<file path="src/olst_pkg.sv">
// Shared types and codes for the ordered list store.
`default_nettype none

package olst_pkg;

	// Operation codes carried by the func field of a request.
	typedef enum logic [2:0] {
		FN_INS_FRONT = 3'd0,
		FN_INS_BACK  = 3'd1,
		FN_INS_POS   = 3'd2,
		FN_POP_FRONT = 3'd3,
		FN_POP_BACK  = 3'd4,
		FN_SEARCH    = 3'd5
	} func_t;

	// Status codes returned with every result.
	typedef enum logic [1:0] {
		ST_OK     = 2'd0,
		ST_EMPTY  = 2'd1,
		ST_BADPOS = 2'd2,
		ST_FULL   = 2'd3
	} status_t;

	// What every cell does in the current cycle.
	typedef enum logic [1:0] {
		COP_HOLD      = 2'd0,
		COP_INSERT    = 2'd1,
		COP_POP_FRONT = 2'd2,
		COP_SEARCH    = 2'd3
	} cell_op_t;

	localparam int unsigned DATA_W = 32;

	// Command broadcast from the controller to the row of cells.
	typedef struct packed {
		cell_op_t           op;
		logic [DATA_W-1:0]  value;
	} cell_ctl_t;

endpackage

`default_nettype wire

</file>
<file path="src/olst_cell.sv">
// One storage cell of the ordered list: holds one entry and shifts with its neighbors.
`default_nettype none

module olst_cell
	import olst_pkg::*;
#(
	parameter int unsigned CW    = 5,
	parameter int unsigned INDEX = 0
) (
	input  wire logic              clk,
	input  wire logic              arst_n,
	input  wire cell_ctl_t         ctl,
	input  wire logic [CW-1:0]     ins_pos,
	input  wire logic [CW-1:0]     count,
	input  wire logic [DATA_W-1:0] left_in,
	input  wire logic [DATA_W-1:0] right_in,
	output logic      [DATA_W-1:0] entry,
	output logic                   match
);

	localparam logic [CW-1:0] IDX = CW'(INDEX);

	logic [DATA_W-1:0] entry_q;
	logic              match_q;

	// The entry is payload and is only meaningful below the fill count.
	always_ff @(posedge clk) begin
		case (ctl.op)
			COP_INSERT: begin
				if (IDX > ins_pos) begin
					entry_q <= left_in;
				end else if (IDX == ins_pos) begin
					entry_q <= ctl.value;
				end
			end
			COP_POP_FRONT: begin
				entry_q <= right_in;
			end
			default: begin
			end
		endcase
	end

	always_ff @(posedge clk or negedge arst_n) begin
		if (!arst_n) begin
			match_q <= 1'b0;
		end else begin
			match_q <= (ctl.op == COP_SEARCH) && (IDX < count) && (entry_q == ctl.value);
		end
	end

	assign entry = entry_q;
	assign match = match_q;

endmodule

`default_nettype wire

</file>
<file path="src/ordered_list_store.sv">
// Top level of the ordered list store: request decode, fill count and the row of cells.
`default_nettype none

// The store keeps up to CAPACITY signed 32-bit values in order, front first,
// in a row of cells that shift toward the back on an insert and toward the
// front on a pop from the front. A request is taken at any rising edge where
// start is high and busy is low; busy never rises, so a new request may be
// issued in every cycle. Each request yields exactly one result, presented on
// status, found and length for one cycle with done high, in the cycle right
// after the request was taken. The receiver cannot stall, so results must be
// captured when done is high. For every operation, the cells update their
// entries and their search compares at the edge that takes the request, and
// the found flag is the OR of the registered per-cell compares.
// Length reports the number of entries held after the request. Entries are not
// cleared at reset; only entries below the fill count are ever used.
module ordered_list_store
	import olst_pkg::*;
#(
	parameter int unsigned CAPACITY = 16,
	localparam int unsigned CW = $clog2(CAPACITY + 1)
) (
	input  wire logic              clk,
	input  wire logic              arst_n,
	input  wire logic              start,
	output logic                   busy,
	input  wire logic [2:0]        func,
	input  wire logic signed [31:0] value,
	input  wire logic [CW-1:0]     position,
	output logic                   done,
	output logic [1:0]             status,
	output logic                   found,
	output logic [CW-1:0]          length
);

	localparam logic [CW-1:0] CAP = CW'(CAPACITY);

	logic          accept;
	logic [CW-1:0] count_q;
	logic [CW-1:0] count_d;
	status_t       status_d;
	status_t       status_q;
	logic          done_q;
	cell_ctl_t     ctl;
	logic [CW-1:0] ins_pos;
	logic          full;
	logic          empty;

	logic [DATA_W-1:0]   entry_vec [CAPACITY];
	logic [CAPACITY-1:0] match_vec;

	// The block never holds off a request, so busy is tied low.
	assign busy   = 1'b0;
	assign accept = start && !busy;
	assign full   = (count_q >= CAP);
	assign empty  = (count_q == '0);

	// Decode the request into a status, the new fill count and the cell command.
	// A full store drops inserts; for insert at a position, a position past
	// the current length is reported before a full store is.
	always_comb begin
		status_d  = ST_OK;
		count_d   = count_q;
		ins_pos   = '0;
		ctl.op    = COP_HOLD;
		ctl.value = DATA_W'(value);
		case (func)
			FN_INS_FRONT, FN_INS_BACK, FN_INS_POS: begin
				if (func == FN_INS_BACK) begin
					ins_pos = count_q;
				end else if (func == FN_INS_POS) begin
					ins_pos = position;
				end
				if ((func == FN_INS_POS) && (position > count_q)) begin
					status_d = ST_BADPOS;
				end else if (full) begin
					status_d = ST_FULL;
				end else begin
					ctl.op  = accept ? COP_INSERT : COP_HOLD;
					count_d = count_q + 1'b1;
				end
			end
			FN_POP_FRONT, FN_POP_BACK: begin
				if (empty) begin
					status_d = ST_EMPTY;
				end else begin
					if (func == FN_POP_FRONT) begin
						ctl.op = accept ? COP_POP_FRONT : COP_HOLD;
					end
					count_d = count_q - 1'b1;
				end
			end
			FN_SEARCH: begin
				ctl.op = accept ? COP_SEARCH : COP_HOLD;
			end
			default: begin
			end
		endcase
	end

	always_ff @(posedge clk or negedge arst_n) begin
		if (!arst_n) begin
			count_q  <= '0;
			done_q   <= 1'b0;
			status_q <= ST_OK;
		end else begin
			done_q <= accept;
			if (accept) begin
				count_q  <= count_d;
				status_q <= status_d;
			end
		end
	end

	// The row of cells; each takes its neighbor's entry when the list shifts.
	// The front cell never shifts in from the left and the back cell may take
	// any value on a pop from the front, since it then lies past the count.
	for (genvar i = 0; i < CAPACITY; i++) begin : g_cell
		logic [DATA_W-1:0] left_in;
		logic [DATA_W-1:0] right_in;

		if (i == 0) begin : g_first
			assign left_in = ctl.value;
		end else begin : g_mid
			assign left_in = entry_vec[i-1];
		end

		if (i == CAPACITY - 1) begin : g_last
			assign right_in = entry_vec[i];
		end else begin : g_inner
			assign right_in = entry_vec[i+1];
		end

		olst_cell #(
			.CW    (CW),
			.INDEX (i)
		) u_cell (
			.clk      (clk),
			.arst_n   (arst_n),
			.ctl      (ctl),
			.ins_pos  (ins_pos),
			.count    (count_q),
			.left_in  (left_in),
			.right_in (right_in),
			.entry    (entry_vec[i]),
			.match    (match_vec[i])
		);
	end

	assign done   = done_q;
	assign status = status_q;
	assign found  = |match_vec;
	assign length = count_q;

	// The fill count never passes the capacity.
	a_count_bound: assert property (@(posedge clk) disable iff (!arst_n)
		count_q <= CAP)
		else $error("fill count beyond capacity");

	// Every request taken gives a result in the next cycle, and no other cycle does.
	a_one_result: assert property (@(posedge clk) disable iff (!arst_n)
		accept |=> done)
		else $error("request without a result");

	a_no_spurious: assert property (@(posedge clk) disable iff (!arst_n)
		!accept |=> !done)
		else $error("result without a request");

	// A dropped insert leaves a full store, and a hit needs a held entry.
	a_full_len: assert property (@(posedge clk) disable iff (!arst_n)
		(done && (status_q == ST_FULL)) |-> (count_q == CAP))
		else $error("full status on a store that is not full");

	a_found_len: assert property (@(posedge clk) disable iff (!arst_n)
		(done && found) |-> ((count_q != '0) && (status_q == ST_OK)))
		else $error("search hit in an empty store");

endmodule

`default_nettype wire
</file>
<file path="config.mk">
export PLATFORM = sky130hd
export DESIGN_NAME = ordered_list_store
export DESIGN_NICKNAME = d
export VERILOG_FILES = /design/src/olst_pkg.sv /design/src/olst_cell.sv /design/src/ordered_list_store.sv
export SDC_FILE = /design/constraint.sdc
export NUM_CORES = 2
export LEC_CHECK = 0
export BUFFER_PORTS_ARGS = -buffer_cell sky130_fd_sc_hd__buf_2
export CORE_MARGIN = 8
export CORE_UTILIZATION = 60
export CTS_CLUSTER_SIZE = 30
export DETAILED_ROUTE_END_ITERATION = 8
export PLACE_DENSITY = 0.88
export SLEW_MARGIN = 25
export SYNTH_ARGS = -nofsm -noshare
export SYNTH_HDL_FRONTEND = slang
export SYNTH_HIERARCHICAL = 1
export SYNTH_SLANG_ARGS = --single-unit
</file>
<file path="constraint.sdc">
create_clock -name clk -period 15.6 [get_ports clk]
set_input_delay 3.12 -clock clk [delete_from_list [all_inputs] [get_ports clk]]
set_output_delay 3.12 -clock clk [all_outputs]
set_load 0.01 [all_outputs]
</file>
==> results.sh <==
export IMPL_status="finished, final reports clean"
export IMPL_vias=26270
export IMPL_path_max_fanout=65
export IMPL_hp_class="reg -> reg"
export IMPL_grt_ovfl_total=0
export IMPL_final_antenna_net_count=0
export IMPL_worst_pin_slew_ns=1.150
export IMPL_area_delta_synth_final_pct=7.666
export IMPL_relSlewSlack_pct=23.35
export IMPL_max_freq_mhz=156.8
export IMPL_crit_path_frequent_cell="buf_4"
export IMPL_rows=87
export IMPL_final_hold_viol_count=0
export IMPL_grt_pass1_vias=25040
export IMPL_syn_inst=3088
export IMPL_period_share_pct=40.89
export IMPL_r2r_end="g_cell[14].u_cell/entry[11]"
export IMPL_synth_distinct_cells=75
export IMPL_cts_clk_slew_worst_paths_ns=0.06
export IMPL_insertion_delay_ns=0.63
export IMPL_cts_setup_buffers=0
export IMPL_drt_wl_total_mm=107.5
export IMPL_max_stage_delay_ns=0.77
export IMPL_crit_path_end="g_cell[14].u_cell/entry[11]"
export IMPL_synth_edf_count=512
export IMPL_grt_start_max_net_pins=66
export IMPL_synth_warnings=6
export IMPL_synth_xor_area_share_pct=13.41
export IMPL_avgViaCountPerCell=6.724
export IMPL_core_area_um2=56060
export IMPL_portBuffers=51
export IMPL_crit_slowest_cell="a31o_2"
export IMPL_finalCriticalPeriod_ns=6.378
export IMPL_crit_path_start_kind="input port"
export IMPL_rrSetupSlack_ns=10.80
export IMPL_power_total_mw=4.744
export IMPL_synth_top_family_by_area="multiplexers"
export IMPL_die_area_um2=64130
export IMPL_worstPathArrival_ns=6.62
export IMPL_die_h_um=253.2
export IMPL_path_cells="buf_2 > ha_1 > nand4_1 > o221ai_1 > o2111ai_2 > a21oi_1 > nor2_4 > buf_4 > buf_4 > nor2b_4 > buf_4 > a31o_2"
export IMPL_synthSimpleGateAreaFrac_pct=11.56
export IMPL_h_tree_depth=2
export IMPL_cts_sinks=536
export IMPL_grt_pass1_wl_mm=157.0
export IMPL_syn_num_nets=3140
export IMPL_p_leak_nw=14.21
export IMPL_ff_latch_area_um2=15980
export IMPL_setup_viol=0
export IMPL_grt_usage_pct=32.54
export IMPL_maxSlewViolCount=0
export IMPL_cts_root_buf="clkbuf_16"
export IMPL_synthArstFlopShare_pct=4.478
export IMPL_cts_tree="built"
export IMPL_die_w_um=253.2
export IMPL_muxShareOfSynthArea_pct=14.46
export IMPL_fin_skew_ns=0.02207
export IMPL_drive_gt1_share_pct=11.30
export IMPL_synth_compound_area_share_pct=9.562
export IMPL_ys_flop_type="edfxtp_1"
export IMPL_endpoint_kind="register"
export IMPL_yosys_register_bits=536
export IMPL_power_density_nw_per_um2=130.5
export IMPL_hold_buffers=0
export IMPL_globalplace_congestion=0.9877
export IMPL_fill_cells=4107
export IMPL_dp_hpwl_mm=70.97
export IMPL_clockBufferDepth=3
export IMPL_diodes=0
export IMPL_regToRegStartpoint="length[4]"
export IMPL_dr_pass1_iters=9
export IMPL_cts_resized=0
export IMPL_post_drt_wl_per_cell_um=27.52
export IMPL_syn_cell_area_um2=33770
export IMPL_crit_type="in -> reg"
export IMPL_numCtsBuffers=54
export IMPL_antenna_found_initial=2
export IMPL_rsz0062_at_grt="no"
export IMPL_drt_iter0_drc=4403
export IMPL_drv_cap=0
export IMPL_synth_avg_cell_area_um2=10.94
export IMPL_required_ns=15.84
export IMPL_synth_fa_ha_area_share_pct=0.3557
export IMPL_setup_worst_path_start="position[4]"
export IMPL_fin_nets=3160
export IMPL_ios=53
export IMPL_start_util_pct=60.24
export IMPL_tns_ns=0
export IMPL_multi_input_area_um2=16850
export IMPL_remaining_drc_errors=0
export IMPL_reg2reg_depth=13
export IMPL_synth_yosys_seq_area_share_pct=47.30
export IMPL_vdd_drop_max_mv=0.1127
[state kept, by name, indices dropped and copies added (netlist names)]
signal,flops
done,1
g_cell.u_cell/entry,512
g_cell.u_cell/match,16
length,5
status,2
[per-stage QoR]
step                      cells  utilization, %  area [µm²]  worst slack [ns]  hold WS [ns]
after floorplan            3088               -       33770             8.138        0.5565
after global placement     3807           61.70       34590             8.561        0.5827
after detailed placement   3807           61.73       34600             8.461        0.5921
after CTS                  3905           64.81       36330             9.084        0.6117
after global routing       3906           64.86       36360             9.050        0.6403
final                      3906           64.86       36360             9.222        0.6108
[cell usage in the layout, fill, tap and decap left out, types with 9 or more instances in the layout]
master     instances
xor2_1           403
clkbuf_16         55
o21ai_2           41
clkbuf_1          12
mux2i_1          452
buf_2             51
edfxtp_1         512
nand2_1          489
o21ai_0           73
nor3_1            13
nor4_1            92
nor2_1            78
clkinv_1           9
a21oi_1           40
nor4_2            18
nor2b_4           15
o21ai_1          308
mux2_2            32
nand3_1           21
clkinv_2          11
buf_4             73
a31oi_1           32
xnor2_1          114
dfrtp_1           24
nand4_1           50
[where the power goes]
group,switching [mW],internal (mW)
Combinational,0.765,0.470
Clock,0.562,0.741
Sequential,0.293,1.91
[synth_stat cells (all sizes together) (4+ instances only)]
cell	count	area share (%)
a31oi	34	0.72
nor2b	21	0.39
a22oi	5	0.11
dfrtp	24	1.8
xor2	403	10
nand4	50	0.93
a31o	10	0.26
nand2b	4	0.074
a21oi	42	0.69
mux2	32	1.1
a21o	9	0.20
nor4b	4	0.10
nor3	19	0.41
or4	8	0.20
xnor2	114	3.0
nor2	87	1.1
mux2i	452	13
nand3	22	0.36
clkbuf	63	0.74
nor4	111	2.4
nand2	491	5.5
o21ai	422	6.7
inv	8	0.089
edfxtp	512	46
o2111ai	6	0.17
ha	8	0.30
buf	98	2.5
[critical path: cells and delay by family]
kind,cells,cell delay [ns]
AND/OR/NAND/NOR,3,0.36
AO/OA/AOI/OAI,4,1.62
adder cells (fa/ha/maj),1,0.30
buffers and inverters,4,1.17
[per-layer routing]
metal  part of all wire [%]  GRT usage (%)
met1                     35          43.59
met2                     42          47.14
met3                     15          7.635
met4                    7.9          20.92
met5                  0.012              0
[final cells by class]
type,count,share of cell area [%]
clock inverter,28,0.7364
tap,756,2.602
timing repair buffer,125,2.264
clock buffer,70,4.023
sequential,536,43.94
inverter,9,0.09291
multi-input combinational,2382,46.35
[how the worst min path moves through the flow]
stage,startpoint,to,depth (start not counted)
2_1_floorplan,g_cell[0].u_cell/entry[21],g_cell[0].u_cell/match,3
3_3_place_gp,g_cell[15].u_cell/entry[31],g_cell[14].u_cell/entry[31],2
3_5_place_dp,g_cell[15].u_cell/entry[11],g_cell[14].u_cell/entry[11],2
4_1_cts,g_cell[15].u_cell/entry[19],g_cell[14].u_cell/entry[19],2
5_1_grt,g_cell[5].u_cell/entry[11],g_cell[4].u_cell/entry[11],2
6_report,g_cell[15].u_cell/entry[30],g_cell[14].u_cell/entry[30],2
[cell families after synthesis]
kind of cell / Yosys count
AND/OR/NAND/NOR: 823
AO/OA/AOI/OAI: 548
flip-flops: 536
XOR/XNOR: 517
multiplexers: 484
buffers and inverters: 170
adder cells (fa/ha/maj): 9
other: 1
No activity file was read; power rests on OpenSTA's default activity.
